File: src/rtl/box_downscale_8x8_assert.svh
// Assertion macros for the 8x8 box downscaler.
// Expects clk and arst_n in the scope of each use.
`ifndef BOX_DOWNSCALE_8X8_ASSERT_SVH
`define BOX_DOWNSCALE_8X8_ASSERT_SVH

// Same-cycle implication.
`define BDS_ASSERT_IMP(label, ante, cons, msg) \
	label: assert property (@(posedge clk) disable iff (!arst_n) (ante) |-> (cons)) \
		else $error(msg);

// Next-cycle implication.
`define BDS_ASSERT_NXT(label, ante, cons, msg) \
	label: assert property (@(posedge clk) disable iff (!arst_n) (ante) |=> (cons)) \
		else $error(msg);

`endif

File: src/rtl/bds_pkg.sv
// Shared types and constants of the 8x8 box downscaler.
// No dependencies.
`timescale 1ns / 1ps

package bds_pkg;
	localparam int unsigned DEF_OUT_COLUMNS = 128;
	localparam int unsigned FUNC_W = 2;
	localparam int unsigned PIX_W = 8;
	localparam int unsigned SUM_W = 11;
	localparam int unsigned AVG_SHIFT = 3;
	localparam int unsigned CNT_W = 3;

	localparam logic [CNT_W-1:0] GROUP_LAST = 3'd7;
	localparam logic [CNT_W-1:0] LINE_LAST = 3'd7;

	localparam logic [FUNC_W-1:0] FUNC_PIXEL = 2'd0;
	localparam logic [FUNC_W-1:0] FUNC_LINE_END = 2'd1;
	localparam logic [FUNC_W-1:0] FUNC_FRAME = 2'd2;

	typedef enum logic [1:0] {
		KIND_PIXEL = 2'd0,
		KIND_LINE = 2'd1,
		KIND_FRAME = 2'd2
	} kind_t;

	typedef struct packed {
		kind_t kind;
		logic [PIX_W-1:0] pixel;
	} result_t;
endpackage

File: src/rtl/bds_in_if.sv
// Input channel of the 8x8 box downscaler: pixel and raster events.
// Depends on bds_pkg.
`timescale 1ns / 1ps

interface bds_in_if import bds_pkg::*; ();
	logic valid;
	logic ready;
	logic [FUNC_W-1:0] func;
	logic [PIX_W-1:0] pixel_value;

	modport source (output valid, func, pixel_value, input ready);
	modport sink (input valid, func, pixel_value, output ready);
endinterface

File: src/rtl/bds_out_if.sv
// Output channel of the 8x8 box downscaler: averaged pixels and markers.
// Depends on bds_pkg.
`timescale 1ns / 1ps

interface bds_out_if import bds_pkg::*; ();
	logic valid;
	logic ready;
	logic [1:0] out_kind;
	logic [PIX_W-1:0] out_pixel;

	modport source (output valid, out_kind, out_pixel, input ready);
	modport sink (input valid, out_kind, out_pixel, output ready);
endinterface

File: src/rtl/box_downscale_8x8.sv
// Top level of the 8x8 box downscaler: counters, column line store, output queue.
// Depends on bds_pkg, bds_in_if, bds_out_if and box_downscale_8x8_assert.svh.
`timescale 1ns / 1ps

// Takes one transaction per clock while ready is high; results are registered, then queued.
// Every in-range eighth pixel of a line read-modify-writes one line store entry: the
// read is issued when the pixel is taken, the add and write-back happen in the next
// cycle, so the single-read, single-write store keeps pace at one item per cycle.
// Results wait in a four-entry output queue; ready drops only while that queue and
// the result in flight would fill it. The store needs no clearing after reset.
module box_downscale_8x8 import bds_pkg::*; #(
	parameter int unsigned OUT_COLUMNS = DEF_OUT_COLUMNS
) (
	input logic clk,
	input logic arst_n,
	bds_in_if.sink pix_in,
	bds_out_if.source pix_out
);
	localparam int unsigned CW = $clog2(OUT_COLUMNS + 1);
	localparam int unsigned AW = (OUT_COLUMNS > 1) ? $clog2(OUT_COLUMNS) : 1;
	localparam int unsigned FIFO_DEPTH = 4;
	localparam int unsigned FAW = 2;
	localparam int unsigned FCW = 3;

	logic accept;
	logic is_pix, is_line, is_frame;
	logic [CNT_W-1:0] pig_q, line_q;
	logic [SUM_W-1:0] row_sum_q, row_next;
	logic [CW-1:0] col_q;
	logic in_range, rd_en, emit_in;
	logic [AW-1:0] rd_addr;
	kind_t kind_in;

	logic [SUM_W-1:0] mem [OUT_COLUMNS];

	logic op_s1, emit_s1, first_s1;
	kind_t kind_s1;
	logic [PIX_W-1:0] avg_s1;
	logic [AW-1:0] addr_s1;
	logic [SUM_W-1:0] rdata_s1, total;
	result_t res_s1;

	result_t fifo_q [FIFO_DEPTH];
	logic [FAW-1:0] wr_ptr_q, rd_ptr_q;
	logic [FCW-1:0] cnt_q;
	logic pop;

	assign is_pix = pix_in.func == FUNC_PIXEL;
	assign is_line = pix_in.func == FUNC_LINE_END;
	assign is_frame = pix_in.func == FUNC_FRAME;
	assign accept = pix_in.valid && pix_in.ready;
	assign pix_in.ready = (cnt_q + FCW'(emit_s1)) < FCW'(FIFO_DEPTH);

	assign row_next = row_sum_q + SUM_W'(pix_in.pixel_value);
	assign in_range = col_q < CW'(OUT_COLUMNS);
	assign rd_addr = col_q[AW-1:0];
	assign rd_en = accept && is_pix && (pig_q == GROUP_LAST) && in_range;

	always_comb begin
		kind_in = KIND_PIXEL;
		emit_in = 1'b0;
		if (rd_en && line_q == LINE_LAST) begin
			emit_in = 1'b1;
		end else if (accept && is_line && line_q == LINE_LAST) begin
			kind_in = KIND_LINE;
			emit_in = 1'b1;
		end else if (accept && is_frame) begin
			kind_in = KIND_FRAME;
			emit_in = 1'b1;
		end
	end

	always_ff @(posedge clk or negedge arst_n) begin
		if (!arst_n) begin
			pig_q <= '0;
			line_q <= '0;
			row_sum_q <= '0;
			col_q <= '0;
		end else if (accept) begin
			if (is_pix) begin
				pig_q <= pig_q + 1'b1;
				if (pig_q == '0) begin
					row_sum_q <= SUM_W'(pix_in.pixel_value);
				end else if (pig_q != GROUP_LAST) begin
					row_sum_q <= row_next;
				end else if (in_range) begin
					col_q <= col_q + 1'b1;
				end
			end else if (is_line) begin
				pig_q <= '0;
				col_q <= '0;
				if (line_q == LINE_LAST) begin
					line_q <= '0;
					row_sum_q <= '0;
				end else begin
					line_q <= line_q + 1'b1;
				end
			end else if (is_frame) begin
				pig_q <= '0;
				line_q <= '0;
				col_q <= '0;
				row_sum_q <= '0;
			end
		end
	end

	always_ff @(posedge clk or negedge arst_n) begin
		if (!arst_n) begin
			op_s1 <= 1'b0;
			emit_s1 <= 1'b0;
		end else begin
			op_s1 <= rd_en;
			emit_s1 <= emit_in;
		end
	end

	always_ff @(posedge clk) begin
		kind_s1 <= kind_in;
		first_s1 <= line_q == '0;
		avg_s1 <= row_next[SUM_W-1:AVG_SHIFT];
		addr_s1 <= rd_addr;
	end

	// Line store: read on the eighth pixel, write back in the next cycle.
	always_ff @(posedge clk) begin
		if (rd_en) begin
			rdata_s1 <= mem[rd_addr];
		end
		if (op_s1) begin
			mem[addr_s1] <= total;
		end
	end

	assign total = first_s1 ? SUM_W'(avg_s1) : SUM_W'(avg_s1) + rdata_s1;

	always_comb begin
		res_s1.kind = kind_s1;
		res_s1.pixel = (kind_s1 == KIND_PIXEL) ? total[SUM_W-1:AVG_SHIFT] : '0;
	end

	assign pop = pix_out.valid && pix_out.ready;
	assign pix_out.valid = cnt_q != '0;
	assign pix_out.out_kind = fifo_q[rd_ptr_q].kind;
	assign pix_out.out_pixel = fifo_q[rd_ptr_q].pixel;

	always_ff @(posedge clk or negedge arst_n) begin
		if (!arst_n) begin
			wr_ptr_q <= '0;
			rd_ptr_q <= '0;
			cnt_q <= '0;
		end else begin
			if (emit_s1) begin
				wr_ptr_q <= wr_ptr_q + 1'b1;
			end
			if (pop) begin
				rd_ptr_q <= rd_ptr_q + 1'b1;
			end
			cnt_q <= cnt_q + FCW'(emit_s1) - FCW'(pop);
		end
	end

	always_ff @(posedge clk) begin
		if (emit_s1) begin
			fifo_q[wr_ptr_q] <= res_s1;
		end
	end

`include "box_downscale_8x8_assert.svh"

	`BDS_ASSERT_IMP(a_queue_bound, 1'b1, cnt_q <= FCW'(FIFO_DEPTH), "output queue count out of range")
	`BDS_ASSERT_IMP(a_no_overflow, emit_s1, (cnt_q < FCW'(FIFO_DEPTH)) || pop, "result pushed into full queue")
	`BDS_ASSERT_IMP(a_ports_apart, rd_en && op_s1, rd_addr != addr_s1, "line store read and write hit one entry")
	`BDS_ASSERT_NXT(a_rmw_follows, rd_en, op_s1, "line store read without write-back")
	`BDS_ASSERT_IMP(a_marker_zero, pix_out.valid && pix_out.out_kind != KIND_PIXEL, pix_out.out_pixel == '0, "marker carries nonzero pixel")

endmodule
File: src/flat_wrapper.sv
// flat-port wrapper written by rule: the top's interface ports become plain ports
module box_downscale_8x8_flat import bds_pkg::*;
#(
	parameter int unsigned OUT_COLUMNS = DEF_OUT_COLUMNS
)
  (clk, arst_n, pix_in_valid, pix_in_func, pix_in_pixel_value, pix_in_ready, pix_out_valid, pix_out_out_kind, pix_out_out_pixel, pix_out_ready);
  bds_in_if pix_in_i ();
  bds_out_if pix_out_i ();
  input logic clk;
  input logic arst_n;
  input wire logic [$bits(pix_in_i.valid)-1:0] pix_in_valid;
  input wire logic [$bits(pix_in_i.func)-1:0] pix_in_func;
  input wire logic [$bits(pix_in_i.pixel_value)-1:0] pix_in_pixel_value;
  output wire logic [$bits(pix_in_i.ready)-1:0] pix_in_ready;
  output wire logic [$bits(pix_out_i.valid)-1:0] pix_out_valid;
  output wire logic [$bits(pix_out_i.out_kind)-1:0] pix_out_out_kind;
  output wire logic [$bits(pix_out_i.out_pixel)-1:0] pix_out_out_pixel;
  input wire logic [$bits(pix_out_i.ready)-1:0] pix_out_ready;
  assign pix_in_i.valid = pix_in_valid;
  assign pix_in_i.func = pix_in_func;
  assign pix_in_i.pixel_value = pix_in_pixel_value;
  assign pix_in_ready = pix_in_i.ready;
  assign pix_out_valid = pix_out_i.valid;
  assign pix_out_out_kind = pix_out_i.out_kind;
  assign pix_out_out_pixel = pix_out_i.out_pixel;
  assign pix_out_i.ready = pix_out_ready;
  box_downscale_8x8 #(.OUT_COLUMNS(OUT_COLUMNS)) u_core (.clk(clk), .arst_n(arst_n), .pix_in(pix_in_i), .pix_out(pix_out_i));
endmodule
File: config.mk
export PLATFORM = sky130hd
export DESIGN_NAME = box_downscale_8x8_flat
export DESIGN_NICKNAME = d
export VERILOG_FILES = /design/src/rtl/bds_pkg.sv /design/src/rtl/bds_in_if.sv /design/src/rtl/bds_out_if.sv /design/src/rtl/box_downscale_8x8.sv /design/src/flat_wrapper.sv
export VERILOG_INCLUDE_DIRS = /design/src /design/src/rtl
export SDC_FILE = /design/constraint.sdc
export NUM_CORES = 1
export LEC_CHECK = 0
export BUFFER_PORTS_ARGS = -buffer_cell sky130_fd_sc_hd__buf_2
export CAP_MARGIN = 0
export CORE_AREA = 2 2 434 436
export DETAILED_ROUTE_END_ITERATION = 16
export DIE_AREA = 0 0 436 438
export GPL_TIMING_DRIVEN = 1
export PLACE_DENSITY = 0.46
export SLEW_MARGIN = 20
export SYNTH_ARGS = -nofsm -noshare
export SYNTH_HDL_FRONTEND = slang
export SYNTH_SLANG_ARGS = --single-unit
File: constraint.sdc
create_clock -name clk -period 9.5 [get_ports clk]
set_input_delay 0.95 -clock clk [delete_from_list [all_inputs] [get_ports clk]]
set_output_delay 0.95 -clock clk [all_outputs]
set_load 0.005 [all_outputs]
==> run_results.csv <==
group,metric,value,unit
timing,slew_headroom,23.0,%
synth,synth_flop_cell,"edfxtp_1",
cts,worstSkewPairLatency,810,ps
floorplanning,dieArea,191000,um2
synth,yosysWarnings,0,
synth,synth_top_cell_area_share,74.0,%
floorplanning,row_count,159,
setup_path,ff2ff_path_depth,7,
floorplanning,ios,26,
routing,drtAntennaViolNets,0,
cts,hold_buffers,0,
routing,drc_errors,0,
timing,tns,0,ps
global_routing,grt_max_degree,99,
finish,area_growth,15.5,%
timing,rsz0062_at_grt,"no",
cts,cts_setup_buffers,0,
global_routing,grt_pass1_wl,233000,um
cts,cts.clk_slew.worst_paths,60,ps
setup_path,cp.arrival,5050,ps
timing,hold_viol,0,
floorplanning,core,187000,um2
routing,vias,29662,
routing,totalWireLength,164000,um
setup_path,required,10020,ps
min_path,hold_class,"in -> async",
setup_path,max_stage_delay,910,ps
synth,yosysSeqAreaShare,76.1,%
global_routing,antenna_found_initial,5,
cts,cts_buffers,167,
setup_path,reg2reg_setup_slack,4970,ps
global_routing,first_global_vias,29935,
power,p_per_area,283,nW/um2
cts,htreeDepth,4,
synth,synth.area.top_cells,"edfxtp_1 74%, mux4_2 11%, mux2i_1 3.1%",
power,leakagePower,22.0,nW
synth,syn_avg_cell_area,19.7,um2
cts,cts.sinks,1511,
routing,wire_per_inst,28.2,um
place,port-buffer-count,25,
synth,synth_seq_cells,1511,
place,dp.cells,5513,
setup_path,critPathMaxFanout,87,
finish,fillCellCount,17313,
cts,ctsResizeCount,0,
global_routing,overflow,0,
setup_path,cpMaxStageDelayCell,"dfrtp_4",
run_status,status,"complete, no violations",
power,ir_drop,184,uV
setup_path,r2r_start,"u_core.col_q[0]",
synth,ys_types,60,
finish,register_area,45000,um2
synth,synth-edff-count,1459,
cts,tritoncts,"done",
routing,via_per_inst,5.10,
timing,slew_viol_final,0,
routing,firstDrtPassIters,5,
cts,cts_root_buf,"clkbuf_16",
cts,clockBufferDepth,3,
floorplanning,start_util,31.7,%
setup_path,start_kind,"register",
place,dpl.hpwl,97300,um
finish,multiInputGateArea,13400,um2
timing,setup_slack,4970,ps
setup_path,crit_chain,"buf_12, buf_12, mux4_2, a211oi_1, a21oi_1, a211oi_1, a21oi_1",
global_routing,grt_use_total,17.0,%
place,place.gp.congestion,0.807,
synth,synth.cell_area,59200,um2
setup_path,critPathCaptureType,"register",
synth,yosys.area.top_type,"edfxtp_1",
synth,async_flop_share,2.25,%
finish,final_core_util,36.6,%
synth,synth_cells,3004,
routing,drt_iter0_drc,2953,
timing,worst_slew_pin_slew,1150,ps
synth,syn_nets,3055,
timing,fin_crit_sh,47.7,%
setup_path,worst_r2r_endpoint,"u_core.rdata_s1[4]",
finish,stdcell_count,5820,
timing,min_period,4530,ps
timing,setup_viol,0,
floorplanning,fp.dieW,436,um
timing,finClkSkew,37.0,ps
finish,final_nets,3239,
flow_run,drv_cap,0,
setup_path,criticalPathCategory,"reg -> reg",
timing,max_clock_freq,221,MHz
finish,drive_gt1_share,23.3,%
place,dp_slack,4850,ps
floorplanning,die_y,438,um
-- worst max path at each step --
stage | start | end | slack, ps | cells past startpoint
finish | u_core.col_q[0] | u_core.rdata_s1[4] | 4970 | 7
CTS | u_core.col_q[0] | u_core.rdata_s1[4] | 4850 | 7
detailed placement | u_core.col_q[0] | u_core.rdata_s1[4] | 4850 | 7
global route | u_core.col_q[0] | u_core.rdata_s1[4] | 4760 | 7
floorplan | u_core.rdata_s1[0] | u_core.mem[0][4] | 1810 | 8
global placement | u_core.col_q[0] | u_core.rdata_s1[4] | 4760 | 7
-- critical path: cells and delay by family (launching register included) --
| kind | cells | cell delay, ps |
|---|---|---|
| flip-flops | 1 | 910 |
| buffers and inverters | 2 | 1040 |
| AO/OA/AOI/OAI | 4 | 1460 |
| multiplexers | 1 | 600 |
-- metal layers --
metal / GRT usage (%) / up-vias / part of all wire, %
met1: 24.4 / 16008 / 46
met5: 0 / - / 0.0079
li1: - / 12685 / -
met2: 27.0 / 778 / 47
met3: 2.55 / 189 / 4.7
met4: 5.06 / 2 / 2.6
-- placed cells by master (no fill, tap or decap), types with 18 or more instances in the layout --
master	count
mux2i_1	181
buf_4	149
nor2_2	38
a21oi_1	89
o22ai_1	22
nand2_1	131
clkinv_2	33
a211oi_1	36
dfxtp_1	18
clkbuf_16	168
ha_1	35
edfxtp_1	1459
o21ai_0	47
dfrtp_1	30
o221ai_1	22
clkbuf_1	42
a31oi_1	18
nor2_1	113
a22oi_1	106
buf_2	24
nand3_1	22
clkinv_1	34
inv_1	25
mux4_2	280
-- cell usage after synthesis, types with 2 or more instances --
library cell / instances
buf_4: 17
o21a_1: 3
fa_1: 2
nor2_1: 155
inv_1: 25
nand3_1: 24
dfrtp_1: 34
a22oi_1: 106
a211oi_1: 36
nand4_1: 6
edfxtp_1: 1459
mux2_2: 4
buf_6: 25
a221oi_1: 6
nor2b_1: 19
a221oi_2: 3
ha_1: 35
dfxtp_1: 18
clkbuf_1: 79
buf_2: 26
buf_8: 2
mux2i_1: 181
xnor2_1: 12
o31ai_1: 4
a21oi_1: 90
buf_1: 15
a31oi_1: 18
or3_1: 4
and2_1: 14
xor2_1: 10
o21ai_0: 52
a41oi_1: 2
nand2b_1: 10
or2_2: 2
nor3_1: 17
a21o_1: 5
nand2_1: 132
o211ai_1: 6
o22ai_1: 22
o221ai_1: 22
mux4_2: 280
and3_1: 3
a221o_1: 2
-- flip-flops by register name (all words and copies together), names as in the netlist, 3 cells and up --
name / flops
u_core.line_q: 3
u_core.addr_s1: 7
u_core.row_sum_q: 11
u_core.avg_s1: 8
u_core.col_q: 8
u_core.rdata_s1: 11
u_core.mem: 1408
u_core.fifo_q: 40
u_core.pig_q: 3
u_core.cnt_q: 3
-- logic make-up (layout without fill, tap and decap cells) --
family | Yosys count | after routing | synth area share (%)
flip-flops | 1511 | 1511 | 76.1
multiplexers | 465 | 465 | 13.8
AND/OR/NAND/NOR | 389 | 389 | 2.81
AO/OA/AOI/OAI | 388 | 388 | 4.41
buffers and inverters | 191 | 510 | 1.76
adder cells (fa/ha/maj) | 37 | 37 | 0.808
XOR/XNOR | 23 | 23 | 0.353
other | 0 | 2 | 0
-- through the flow --
stage                     area, um2  power [W]  hold slack (ps)
after floorplan               59200     0.0118              345
after global placement        63000     0.0133              470
after detailed placement      63000     0.0133              462
after CTS                     68300     0.0196              309
after global routing          68400     0.0201              146
final                         68400     0.0193              146
-- power breakdown --
part           internal, W  total, W  switching, W
registers          0.00829   0.00846      0.000169
logic              0.00165   0.00460       0.00295
clock network      0.00355   0.00625       0.00270
-- layout make-up --
type                            count  share of cell area (%)
Sequential cell                  1511                    65.9
Tap cell                         2495                    4.57
Multi-Input combinational cell   1302                    19.7
Timing Repair Buffer              180                    2.03
Clock inverter                     94                    1.35
Inverter                           26                   0.143
Antenna cell                        2                 0.00732
Clock buffer                      210                    6.38
No activity file was read; power rests on OpenSTA's default activity.
